File: src/rtl/frc_pkg.sv
// Shared types and constants of the frame receiver.
package frc_pkg;

  localparam int NUM_DEV_REGS = 4;
  localparam int ADDR_W = 5;
  localparam int POS_W = 9;

  localparam logic [7:0] SYNC_FIRST     = 8'hAA;
  localparam logic [7:0] SYNC_SECOND    = 8'h55;
  localparam int         ERROR_BIT_IDX  = 7;
  localparam logic [7:0] CTRL_REGISTER  = 8'h10;
  localparam logic [7:0] CTRL_DATA      = 8'h11;
  localparam logic [7:0] FUNC_DISCOVERY = 8'h80;
  localparam logic [7:0] BROADCAST_SRC  = 8'hFF;
  localparam logic [7:0] DISCOVERY_LEN  = 8'd14;
  localparam logic [15:0] IDLE_LIMIT_RESET = 16'd50;

  // header byte positions
  localparam logic [POS_W-1:0] POS_SYNC0  = 9'd0;
  localparam logic [POS_W-1:0] POS_SYNC1  = 9'd1;
  localparam logic [POS_W-1:0] POS_SRC    = 9'd3;
  localparam logic [POS_W-1:0] POS_CTRL   = 9'd6;
  localparam logic [POS_W-1:0] POS_FUNC   = 9'd7;
  localparam logic [POS_W-1:0] POS_LEN    = 9'd8;
  localparam logic [POS_W-1:0] HEADER_LEN = 9'd9;

  // register indexes
  localparam logic [2:0] REG_DEV_A      = 3'd0;
  localparam logic [2:0] REG_DEV_B      = 3'd1;
  localparam logic [2:0] REG_DEV_C      = 3'd2;
  localparam logic [2:0] REG_DEV_D      = 3'd3;
  localparam logic [2:0] REG_DEV_COUNT  = 3'd4;
  localparam logic [2:0] REG_IDLE_LIMIT = 3'd5;

  // verdict codes
  localparam logic [2:0] ST_DELIVERED   = 3'd0;
  localparam logic [2:0] ST_DISCOVERED  = 3'd1;
  localparam logic [2:0] ST_UNKNOWN_BC  = 3'd2;
  localparam logic [2:0] ST_UNHANDLED   = 3'd3;
  localparam logic [2:0] ST_UNKNOWN_DEV = 3'd4;
  localparam logic [2:0] ST_BAD_HEADER  = 3'd5;
  localparam logic [2:0] ST_BAD_SUM     = 3'd6;

  typedef struct packed {
    logic [7:0] sender;
    logic [7:0] ctrl;
    logic [7:0] func;
    logic [7:0] len;
  } hdr_t;

endpackage

File: src/rtl/frc_judge.sv
// End-of-frame verdict logic.
module frc_judge import frc_pkg::*; #(
  parameter int MAX_DEVICES = 4
) (
  input  logic                         sync_ok,
  input  logic [15:0]                  running_sum,
  input  logic [15:0]                  received,
  input  hdr_t                         hdr,
  input  logic [NUM_DEV_REGS-1:0][7:0] dev_addr,
  input  logic [2:0]                   dev_count,
  output logic [2:0]                   status
);

  localparam logic [2:0] MAX_DEV_CODE = 3'(MAX_DEVICES);

  logic [2:0] n_used;
  logic       found;

  always_comb begin
    n_used = (dev_count > MAX_DEV_CODE) ? MAX_DEV_CODE : dev_count;
    found = 1'b0;
    for (int i = 0; i < NUM_DEV_REGS; i++) begin
      if ((3'(i) < n_used) && (dev_addr[i] == hdr.sender)) begin
        found = 1'b1;
      end
    end
  end

  always_comb begin
    if (!sync_ok) begin
      status = ST_BAD_HEADER;
    end else if (running_sum != received) begin
      status = ST_BAD_SUM;
    end else if (hdr.sender == BROADCAST_SRC) begin
      if (hdr.ctrl == CTRL_REGISTER && hdr.func == FUNC_DISCOVERY &&
          hdr.len == DISCOVERY_LEN) begin
        status = ST_DISCOVERED;
      end else begin
        status = ST_UNKNOWN_BC;
      end
    end else if (!found) begin
      status = ST_UNKNOWN_DEV;
    end else if (hdr.ctrl == CTRL_DATA) begin
      status = ST_DELIVERED;
    end else begin
      status = ST_UNHANDLED;
    end
  end

endmodule

File: src/rtl/frame_receiver_checksum.sv
// Top level of the length-prefixed frame receiver with additive checksum.
//
// Each input item is a received byte (kind 0) or a millisecond tick (kind 1).
// Bytes build a frame: 9-byte header (sync AA 55, source at byte 3, control
// at 6, function at 7, length at 8), payload, then a 16-bit big-endian sum of
// all preceding bytes. Every payload byte yields one result item as it
// arrives; the last checksum byte yields one verdict item and clears the
// frame. A set top bit in byte 1 drops the frame silently. Ticks advance an
// idle counter; the tick that finds it at or above idle_limit clears the
// partial frame. One item is accepted per clock: the frame state update and
// verdict are a single compare/add stage feeding one output register, and
// in_ready stays high while that register is empty or being drained, so the
// sustained rate is one item per cycle with no stall unless out_ready is low.
// Registers (APB, 32-bit, byte address 4*i): dev_addr_a..d, dev_count,
// idle_limit. Write them only while the block is idle.
module frame_receiver_checksum import frc_pkg::*; #(
  parameter int MAX_DEVICES = 4
) (
  input  logic              clk,
  input  logic              rst,
  // configuration
  input  logic              psel,
  input  logic              penable,
  input  logic              pwrite,
  input  logic [ADDR_W-1:0] paddr,
  input  logic [31:0]       pwdata,
  output logic [31:0]       prdata,
  output logic              pready,
  // input channel
  input  logic              in_valid,
  output logic              in_ready,
  input  logic              kind,
  input  logic [7:0]        rx_byte,
  // output channel
  output logic              out_valid,
  input  logic              out_ready,
  output logic              out_kind,
  output logic [7:0]        payload_byte,
  output logic [7:0]        payload_index,
  output logic [2:0]        status,
  output logic [7:0]        source_addr,
  output logic [7:0]        control_code,
  output logic [7:0]        function_code,
  output logic [7:0]        payload_len,
  output logic [15:0]       computed_sum,
  output logic [15:0]       received_sum
);

  // config registers
  logic [NUM_DEV_REGS-1:0][7:0] dev_addr;
  logic [2:0]                   dev_count;
  logic [15:0]                  idle_limit;

  // frame state
  logic [POS_W-1:0] byte_pos, byte_pos_next;
  logic [15:0]      running_sum, running_sum_next;
  logic             sync_ok, sync_ok_next;
  hdr_t             hdr, hdr_next;
  logic [7:0]       sum_high, sum_high_next;
  logic [15:0]      idle_count, idle_count_next;

  logic             in_accept;
  logic             cfg_write;
  logic [2:0]       reg_idx;

  // result of the current item
  logic             res_valid;
  logic             res_kind;
  logic [7:0]       res_byte;
  logic [7:0]       res_index;
  logic [15:0]      received;
  logic [POS_W-1:0] end_pos;
  logic [POS_W-1:0] pay_off;
  logic [2:0]       verdict;

  assign pready    = 1'b1;
  assign reg_idx   = paddr[ADDR_W-1:2];
  assign cfg_write = psel && penable && pwrite;
  assign in_ready  = !out_valid || out_ready;
  assign in_accept = in_valid && in_ready;

  // ---------------- configuration port ----------------
  always_ff @(posedge clk) begin
    if (rst) begin
      dev_addr   <= '0;
      dev_count  <= '0;
      idle_limit <= IDLE_LIMIT_RESET;
    end else if (cfg_write) begin
      case (reg_idx)
        REG_DEV_A:      dev_addr[0] <= pwdata[7:0];
        REG_DEV_B:      dev_addr[1] <= pwdata[7:0];
        REG_DEV_C:      dev_addr[2] <= pwdata[7:0];
        REG_DEV_D:      dev_addr[3] <= pwdata[7:0];
        REG_DEV_COUNT:  dev_count   <= pwdata[2:0];
        REG_IDLE_LIMIT: idle_limit  <= pwdata[15:0];
        default: ;
      endcase
    end
  end

  always_comb begin
    case (reg_idx)
      REG_DEV_A:      prdata = {24'd0, dev_addr[0]};
      REG_DEV_B:      prdata = {24'd0, dev_addr[1]};
      REG_DEV_C:      prdata = {24'd0, dev_addr[2]};
      REG_DEV_D:      prdata = {24'd0, dev_addr[3]};
      REG_DEV_COUNT:  prdata = {29'd0, dev_count};
      REG_IDLE_LIMIT: prdata = {16'd0, idle_limit};
      default:        prdata = 32'd0;
    endcase
  end

  // ---------------- verdict ----------------
  assign received = {sum_high, rx_byte};

  frc_judge #(
    .MAX_DEVICES(MAX_DEVICES)
  ) u_judge (
    .sync_ok     (sync_ok),
    .running_sum (running_sum),
    .received    (received),
    .hdr         (hdr),
    .dev_addr    (dev_addr),
    .dev_count   (dev_count),
    .status      (verdict)
  );

  // ---------------- per-item frame update ----------------
  assign end_pos = HEADER_LEN + {1'b0, hdr.len};
  assign pay_off = byte_pos - HEADER_LEN;

  always_comb begin
    byte_pos_next    = byte_pos;
    running_sum_next = running_sum;
    sync_ok_next     = sync_ok;
    hdr_next         = hdr;
    sum_high_next    = sum_high;
    idle_count_next  = idle_count;
    res_valid        = 1'b0;
    res_kind         = 1'b0;
    res_byte         = 8'd0;
    res_index        = 8'd0;

    if (kind) begin
      // tick: clear a stale frame once the idle limit is reached
      if (idle_count >= idle_limit) begin
        byte_pos_next    = '0;
        running_sum_next = '0;
        sync_ok_next     = 1'b0;
        hdr_next         = '0;
        sum_high_next    = '0;
        idle_count_next  = '0;
      end else begin
        idle_count_next = idle_count + 16'd1;
      end
    end else if (byte_pos >= HEADER_LEN && byte_pos == end_pos + 9'd1) begin
      // low checksum byte: verdict, frame cleared, idle count kept
      res_valid        = 1'b1;
      res_kind         = 1'b1;
      byte_pos_next    = '0;
      running_sum_next = '0;
      sync_ok_next     = 1'b0;
      hdr_next         = '0;
      sum_high_next    = '0;
    end else if (byte_pos == POS_SYNC1 && rx_byte[ERROR_BIT_IDX]) begin
      // error flag in byte 1: drop silently
      byte_pos_next    = '0;
      running_sum_next = '0;
      sync_ok_next     = 1'b0;
      hdr_next         = '0;
      sum_high_next    = '0;
    end else begin
      idle_count_next = '0;
      byte_pos_next   = byte_pos + 9'd1;
      if (byte_pos >= HEADER_LEN && byte_pos == end_pos) begin
        sum_high_next = rx_byte;
      end else begin
        running_sum_next = running_sum + {8'd0, rx_byte};
        case (byte_pos)
          POS_SYNC0: sync_ok_next    = (rx_byte == SYNC_FIRST);
          POS_SYNC1: sync_ok_next    = sync_ok && (rx_byte == SYNC_SECOND);
          POS_SRC:   hdr_next.sender = rx_byte;
          POS_CTRL:  hdr_next.ctrl   = rx_byte;
          POS_FUNC:  hdr_next.func   = rx_byte;
          POS_LEN:   hdr_next.len    = rx_byte;
          default: ;
        endcase
        if (byte_pos >= HEADER_LEN) begin
          res_valid = 1'b1;
          res_byte  = rx_byte;
          res_index = pay_off[7:0];
        end
      end
    end
  end

  always_ff @(posedge clk) begin
    if (rst) begin
      byte_pos    <= '0;
      running_sum <= '0;
      sync_ok     <= 1'b0;
      hdr         <= '0;
      sum_high    <= '0;
      idle_count  <= '0;
    end else if (in_accept) begin
      byte_pos    <= byte_pos_next;
      running_sum <= running_sum_next;
      sync_ok     <= sync_ok_next;
      hdr         <= hdr_next;
      sum_high    <= sum_high_next;
      idle_count  <= idle_count_next;
    end
  end

  // ---------------- output register ----------------
  always_ff @(posedge clk) begin
    if (rst) begin
      out_valid <= 1'b0;
    end else if (in_accept && res_valid) begin
      out_valid <= 1'b1;
    end else if (out_ready) begin
      out_valid <= 1'b0;
    end
  end

  // payload of the result item; header fields go out in both kinds
  always_ff @(posedge clk) begin
    if (in_accept && res_valid) begin
      out_kind      <= res_kind;
      payload_byte  <= res_byte;
      payload_index <= res_index;
      status        <= res_kind ? verdict : ST_DELIVERED;
      source_addr   <= hdr.sender;
      control_code  <= hdr.ctrl;
      function_code <= hdr.func;
      payload_len   <= hdr.len;
      computed_sum  <= res_kind ? running_sum : 16'd0;
      received_sum  <= res_kind ? received : 16'd0;
    end
  end

endmodule
File: config.mk
export PLATFORM = sky130hd
export DESIGN_NAME = frame_receiver_checksum
export DESIGN_NICKNAME = d
export VERILOG_FILES = /design/src/rtl/frc_pkg.sv /design/src/rtl/frc_judge.sv /design/src/rtl/frame_receiver_checksum.sv
export SDC_FILE = /design/constraint.sdc
export NUM_CORES = 1
export LEC_CHECK = 0
export ABC_AREA = 1
export BUFFER_PORTS_ARGS = -buffer_cell sky130_fd_sc_hd__buf_4
export CAP_MARGIN = 15
export CORE_AREA = 4 4 178 180
export CTS_BUF_LIST = sky130_fd_sc_hd__clkbuf_4
export CTS_CLUSTER_SIZE = 25
export DETAILED_ROUTE_END_ITERATION = 16
export DIE_AREA = 0 0 182 184
export PLACE_DENSITY_LB_ADDON = 0.08
export SETUP_SLACK_MARGIN = 0.5
export SLEW_MARGIN = 20
export SYNTH_ARGS = -nofsm -noshare
export SYNTH_HDL_FRONTEND = slang
export SYNTH_SLANG_ARGS = --single-unit
File: constraint.sdc
create_clock -name clk -period 6.5 [get_ports clk]
set_input_delay 0.65 -clock clk [delete_from_list [all_inputs] [get_ports clk]]
set_output_delay 0.65 -clock clk [all_outputs]
set_load 0.03 [all_outputs]
==> impl_results.md, run 1 <==
- Status: complete, no violations
- DR vias: 10219
- DPL Wire Length: ~24 mm
- Initial Utilization: 38.26%
- Top cell type's share of synthesized area: 23.23%
- Max cap viols: 0
- WL per Instance: 15.83 µm
- CTS buffer count: 58
- Total iterations of the first detailed-routing run: 7
- Hold_buf cts: 0
- Final wirelength: 32.56 mm
- Layout Skew: 38.03 ps
- CTS sink cnt: 218
- Most used cell, CP: nand2_1
- Area growth syn-to-layout: 17.02%
- Number of synthesized flops with an enable pin: 84
- Finished Layout Cells: 2056
- H-tree levels: 2
- CP Capture Type: register
- CTS tree: done
- Layout cells sized above 1: around 18%
- Hold crit path type: in2reg
- Synth Flop Type: dfxtp_1
- Vias per inst: 4.970
- FMAX: 0.2677 GHz
- Pin count of the biggest net entering global routing: 57
- Die area: ~33000 µm²
- P_leak: 5.556 nW
- Nets: 1698
- Post-Syn Area: 11550 µm²
- Startpoint types: register
- HP Start: pwdata[6]
- Unrepaired setup endpoints after global routing: no
- Yosys top cell by area: dfxtp_1
- Library cells used by synthesis: 52
- Critical Path Fanout Max: 22
- Count of state elements after synthesis: 218
- Die Wd: 182 µm
- Deepest clock path buffer count: 3
- Site row count: 64
- Final setup fails: 0
- CTS resizes: 0
- GRT Overall Usage: 19.05%
- Synth top area cells: dfxtp_1, edfxtp_1, nor2_1
- Buffers on Ports: between 100 and 150
- Fill count: 3103
- GPL Wtd Cong: 0.8805
- Crit path launch: hdr[0]
- Clk root buf: clkbuf_4
- Core area: between 30000 and 40000 µm²
- Vias in the first global route: 9691
- Final Hold Viols: 0
- Sequential fraction of the synthesis area: 45.07%
- Post-route antenna net violation count: 0
- Starting DRT DRC Count: 695
- Gate Count Post-Synth: 1471
- CP cell instances: ha_1, nand2_1, nand2_2, nand3_1, nand2_2, nand2_1, nand2_1, nand2_1, nand3_1, nor2_2, nand2_2, nand2_1, nor2_1, o21ai_0, nor2_1
- I/O pins: 172
- Remaining DRCs: 0
- PwrDens: 222.9 nW/µm²
- Post-CTS Setup Bufs: 0
- Tightest Pin Transition: 990.5 ps
- Async S/R FF share, synth: 0%
- Worst Path Required: 7110 ps
- Clock Pin Slew Worst Setup and Hold Paths: 90 ps
- Finished Cell Area: 13520 µm²
- Synth Warn #: 0
- Reg2Reg Launch Point: hdr[0]
- Maximum vdd drop: 112.5 µV
- Slowest stage cell, crit path: nor2_1
- Total Power: 3.013 mW
- CP Class: reg2reg
- Final worst-path cycle share: 57.46%
- CP max stage delay: 810 ps
- Inst Count DP: 1946
- Area of placed instances: 12730 µm²
- Worst Path Arrival: around 4300 ps
- Setup TNS: 0 ps
- Slew margin rel.: about 34%
- Syn_area_per_cell: a little under 8 µm²
- Insertion delay to the later sink of the worst-skew pair: 680 ps
- Die Y: between 150 and 200 µm
- Final slew viol count: 0
- Tmin final: 3735 ps
- Worst hold slack: 271.0 ps
- First-pass GRT wire length: 52.01 mm
- Initial antenna violation count: 1
- Grt total ovfl: 0
-- path summary, 6_finish.rpt --
check                                       end  slack, ps  depth (start not counted)
worst max-delay path                byte_pos[8]       2760                         15
worst min-delay path               dev_addr[14]        270                          3
worst max register to register      byte_pos[8]       2760                         15
worst min register to register  control_code[2]        460                          0
-- cell usage after synthesis, types with 6 or more instances --
cell type and count:
a21oi_1 109, a22oi_1 6, buf_2 17, buf_4 22, clkbuf_1 30, dfxtp_1 134, edfxtp_1 84, ha_1 34
inv_1 147, inv_2 10, nand2_1 217, nand2_2 13, nand3_1 124, nand3_4 8, nand4_1 18, nor2_1 232
nor2_2 6, nor3_1 40, nor4_1 13, o21ai_0 91, o22ai_1 9, xnor2_1 9, xor2_1 45
-- worst max-delay path, delay by kind of cell, from the launching register on --
family | cells | cell delay, ps
AOI/OAI and AO/OA | 1 | 220
adders and majority gates | 1 | 230
DFF | 1 | 540
and+or+nand+nor | 13 | 2650
-- state kept, by name (all words and copies together) (netlist names), 9 cells and up --
| name | flops |
|---|---|
| idle_limit | 16 |
| computed_sum | 16 |
| idle_count | 16 |
| dev_addr | 32 |
| received_sum | 16 |
| byte_pos | 9 |
| running_sum | 16 |
| hdr | 32 |
-- final cells by class --
class                      instances  area (µm²)  area share [%]
sequential                       218        5205           38.51
multi-input combinational       1030        5363           39.68
inverter                         161       613.1           4.536
antenna                            1       2.502         0.01852
clock inverter                    12       50.05          0.3703
clock buffer                      97       728.2           5.388
timing repair buffer             141        1059           7.832
tap                              396       495.5           3.666
-- through the flow --
step | setup WS (ps) | utilization, %
6_report | 2765 | 44.77
5_1_grt | 2331 | 44.77
4_1_cts | 2766 | 44.76
3_5_place_dp | 2777 | 42.18
3_3_place_gp | 2799 | 42.18
2_1_floorplan | 2905 | -
-- cell families after synthesis --
logic type      after synthesis  synth area share (%)
other cells                   2               0.06502
buf+inv                     238                 8.991
simple gates                692                 27.20
compound gates              232                 10.72
fa+ha+maj                    35                 3.857
xor+xnor                     54                 4.095
flops                       218                 45.07
-- cell usage in the layout (no fill, tap or decap), drive strengths merged, types with 84 or more instances in the layout --
cell,instances
nand3,135
o21ai,91
nand2,232
buf,141
dfxtp,134
clkbuf,97
a21oi,109
nor2,239
inv,158
edfxtp,84
-- where the power goes --
| group | switching (mW) | total [mW] | internal [mW] |
|---|---|---|---|
| registers | 0.0371 | 1.47 | 1.44 |
| logic | 0.196 | 0.294 | 0.0975 |
| clock network | 0.575 | 1.24 | 0.670 |
-- per-layer routing --
layer | track usage (%) | vias to the layer above | part of all wire, %
met4 | 5.434 | 0 | 2.2
met5 | 0 | - | 0
met2 | 32.09 | 261 | 47
li1 | - | 5182 | -
met1 | 25.20 | 4721 | 45
met3 | 3.522 | 55 | 5.4
Power figures use the tool's default switching activity.
==> inputs of run 2 (changes only) <==
- ABC_AREA: 1 -> 0
- CORE_AREA: 4 4 178 180 -> 4 4 174 176
- DIE_AREA: 0 0 182 184 -> 0 0 178 180
- clock period: 6.5 -> 3.8 ns (I/O delays scaled with it)
==> run 2 against run 1 <==
Compared with the run above:
- clock power rose by 73%
- register-to-register slack got worse by 2100 ps
- sequential cell count did not move
- global-route usage fell by 0.65 points
- total power rose by 63%
- setup slack got worse by 2100 ps
- die area fell by 4.3%
- largest cell class unchanged
==> impl_results.md, run 2 <==
- Final slew viol count: 0
- Vias per inst: 5.031
- Clock power frac: 43.6%
- Most frequent cells in the layout: buf_4, dfxtp_1, nand2_1
- CP max stage delay: 570 ps
- DPL Wire Length: ~21 mm
- Net Sw Power: 1.256 mW
- Total iterations of the first detailed-routing run: 5
- Site row count: 62
- Gate Count Post-Synth: 1103
- Grt total ovfl: 0
- FF-to-FF setup slack: 670 ps
- P_leak: 5.210 nW
- Post-route antenna net violation count: 0
- Comb power frac: about 6.7%
- Async S/R FF share, synth: 0%
- Sequential power share: approximately 50%
- GPL Wtd Cong: 0.8278
- Pin count of the biggest net entering global routing: 80
- Deepest clock path buffer count: 3
- Reg2Reg Launch Point: byte_pos[2]
- Count of state elements after synthesis: 218
- CP Class: reg2reg
- Number of synthesized flops with an enable pin: 84
- Final wirelength: around 30 mm
- Status: complete, no violations
- Clock Pin Slew Worst Setup and Hold Paths: 70 ps
- Reg2reg end: payload_byte[7]
- Hold crit path type: in2reg
- GRT Overall Usage: ~18%
- Synth top area cells: dfxtp_1, edfxtp_1, mux2i_1
- Starting DRT DRC Count: slightly below 500
- Worst R2R Path Depth: 9
- Sequential fraction of the synthesis area: 47.22%
- Initial Utilization: roughly two fifths
- Sw Share: around a quarter
- FMAX: between 0.3 and 0.4 GHz
- Synth Flop Type: dfxtp_1
- Layout cells sized above 1: 22.33%
- Slew margin rel.: ~44%
- Final Hold Viols: 0
- Slowest stage cell, crit path: or4_4
- WL per Instance: between 15 and 20 µm
- Area growth syn-to-layout: 22.04%
- Yosys top cell by area: dfxtp_1
- Buffers on Ports: 136
- Max cap viols: 0
- H-tree levels: 2
- Nets: about 1400
- Insertion delay to the later sink of the worst-skew pair: 710 ps
- Fill count: 2722
- Unrepaired setup endpoints after global routing: no
- CP Capture Type: register
- Die area: 32040 µm²
- Layout Skew: 65.77 ps
- Crit path launch: byte_pos[2]
- Worst hold slack: 73.16 ps
- Syn_area_per_cell: about 10 µm²
- Critical Path Fanout Max: 10
- Clk root buf: clkbuf_4
- Startpoint types: register
- Final Core Density: 47.00%
- Die Y: ~180 µm
- Top-count cell post-synth: dfxtp_1
- Tightest Pin Transition: 835.9 ps
- Tmin final: 3131 ps
- PwrDens: approximately 360 nW/µm²
- CTS buffer count: 61
- Biggest regs: dev_addr (32), hdr (32)
- Internal cell power: 3.654 mW
- Worst Path Arrival: 3540 ps
- Library cells used by synthesis: 78
- Maximum vdd drop: 250.7 µV
- I/O pins: 172
- Most instantiated cells after synthesis: dfxtp_1, nand2_1, edfxtp_1
- Delay-heaviest family, CP: simple AND/OR/NAND/NOR gates
- Worst Path Required: ~4200 ps
- Vias in the first global route: 8540
- Core area: 28630 µm²
- Initial antenna violation count: 1
- Top cell type's share of synthesized area: 24.34%
- Final setup fails: 0
- CP cell instances: o31a_1, nor4b_1, or4_1, or4_4, nor2_4, a21oi_2, nor2b_1, buf_4, and3_1
- CTS sink cnt: 218
- HP Start: rx_byte[0]
- Remaining DRCs: 0
- DR vias: ~8600
- Hold depth: 2
- First-pass GRT wire length: about 47 mm
- Die Wd: 178 µm
- Post-Syn Area: 11020 µm²
- Setup TNS: 0 ps
- Crit path buf inv count: 1
- Hold worst-path end: hdr[0]
- Most common cell after layout, fill and taps aside: buf_4
- Final worst-path cycle share: 82.41%
- Synth Warn #: 0
- CTS tree: done
-- run 2: changes by cell type after synthesis, sizes merged, moves of 51 or more --
| cell | before | now |
|---|---|---|
| nor2 | 239 | 73 |
| o21ai | 91 | 35 |
| nand3 | 135 | 48 |
| inv | 159 | 34 |
| mux2i | 0 | 51 |
| nand2 | 232 | 86 |
-- run 2: worst max-delay path by stage --
stage | slack [ps] | cells past startpoint | to
floorplan | 520 | 6 | computed_sum[0]
global placement | 430 | 9 | byte_pos[5]
detailed placement | 360 | 9 | byte_pos[4]
CTS | 510 | 11 | received_sum[15]
global route | 500 | 9 | idle_count[7]
finish | 670 | 9 | payload_byte[7]
-- run 2: per-layer routing --
layer	global-route usage (%)	part of all wire, %	vias to the layer above
li1	-	-	4291
met1	24.53	44	4026
met2	29.99	48	257
met3	3.866	6.2	55
met4	5.724	2.2	0
met5	0	0	-
-- run 2: per-stage QoR --
| step | power (mW) | cell area [µm²] | setup WS [ps] | std cells |
|---|---|---|---|---|
| finish | 4.910 | 13450 | 668.5 | 1715 |
| global route | 5.159 | 13450 | 502.7 | 1715 |
| CTS | 4.985 | 13370 | 508.3 | 1712 |
| detailed placement | 2.802 | 12370 | 361.5 | 1575 |
| global placement | 2.801 | 12370 | 433.9 | 1575 |
| floorplan | 2.706 | 11110 | 517.9 | 1118 |
-- run 2: what timing repair did --
item | in CTS | in global routing
endpoints found under the hold margin | 55 | 1
pin swaps | 1 | 2
setup endpoints to repair | 63 | 170
gates resized for setup | 3 | 17
setup buffers | 1 | 1
hold buffers | 20 | 1
-- run 2: power groups by stage --
stage,Sequential (mW),Combinational [mW],Clock [mW]
floorplan,2.49,0.221,0
global placement,2.49,0.307,0
detailed placement,2.49,0.308,0
CTS,2.44,0.326,2.22
global route,2.44,0.357,2.36
finish,2.44,0.329,2.14
-- run 2: cell type report --
class / instances / area (µm²) / share of cell area, %
Antenna cell: 1 / 2.502 / 0.01860
Clock buffer: 85 / 638.1 / 4.743
Clock inverter: 31 / 155.1 / 1.153
Inverter: 34 / 131.4 / 0.9766
Multi-Input combinational cell: 785 / 5426 / 40.34
Sequential cell: 218 / 5218 / 38.78
Tap cell: 384 / 480.5 / 3.571
Timing Repair Buffer: 177 / 1401 / 10.42
-- run 2: cells by family (layout without fill, tap and decap cells) --
logic type	after synthesis	in the layout	synth area share (%)
adders and majority gates	35	35	4.041
other	2	18	0.06813
muxes	59	59	5.857
buffers and inverters	115	327	4.790
and+or+nand+nor	412	412	19.85
DFF	218	218	47.22
xor gates and xnor gates	80	80	6.867
AOI/OAI and AO/OA	182	182	11.31
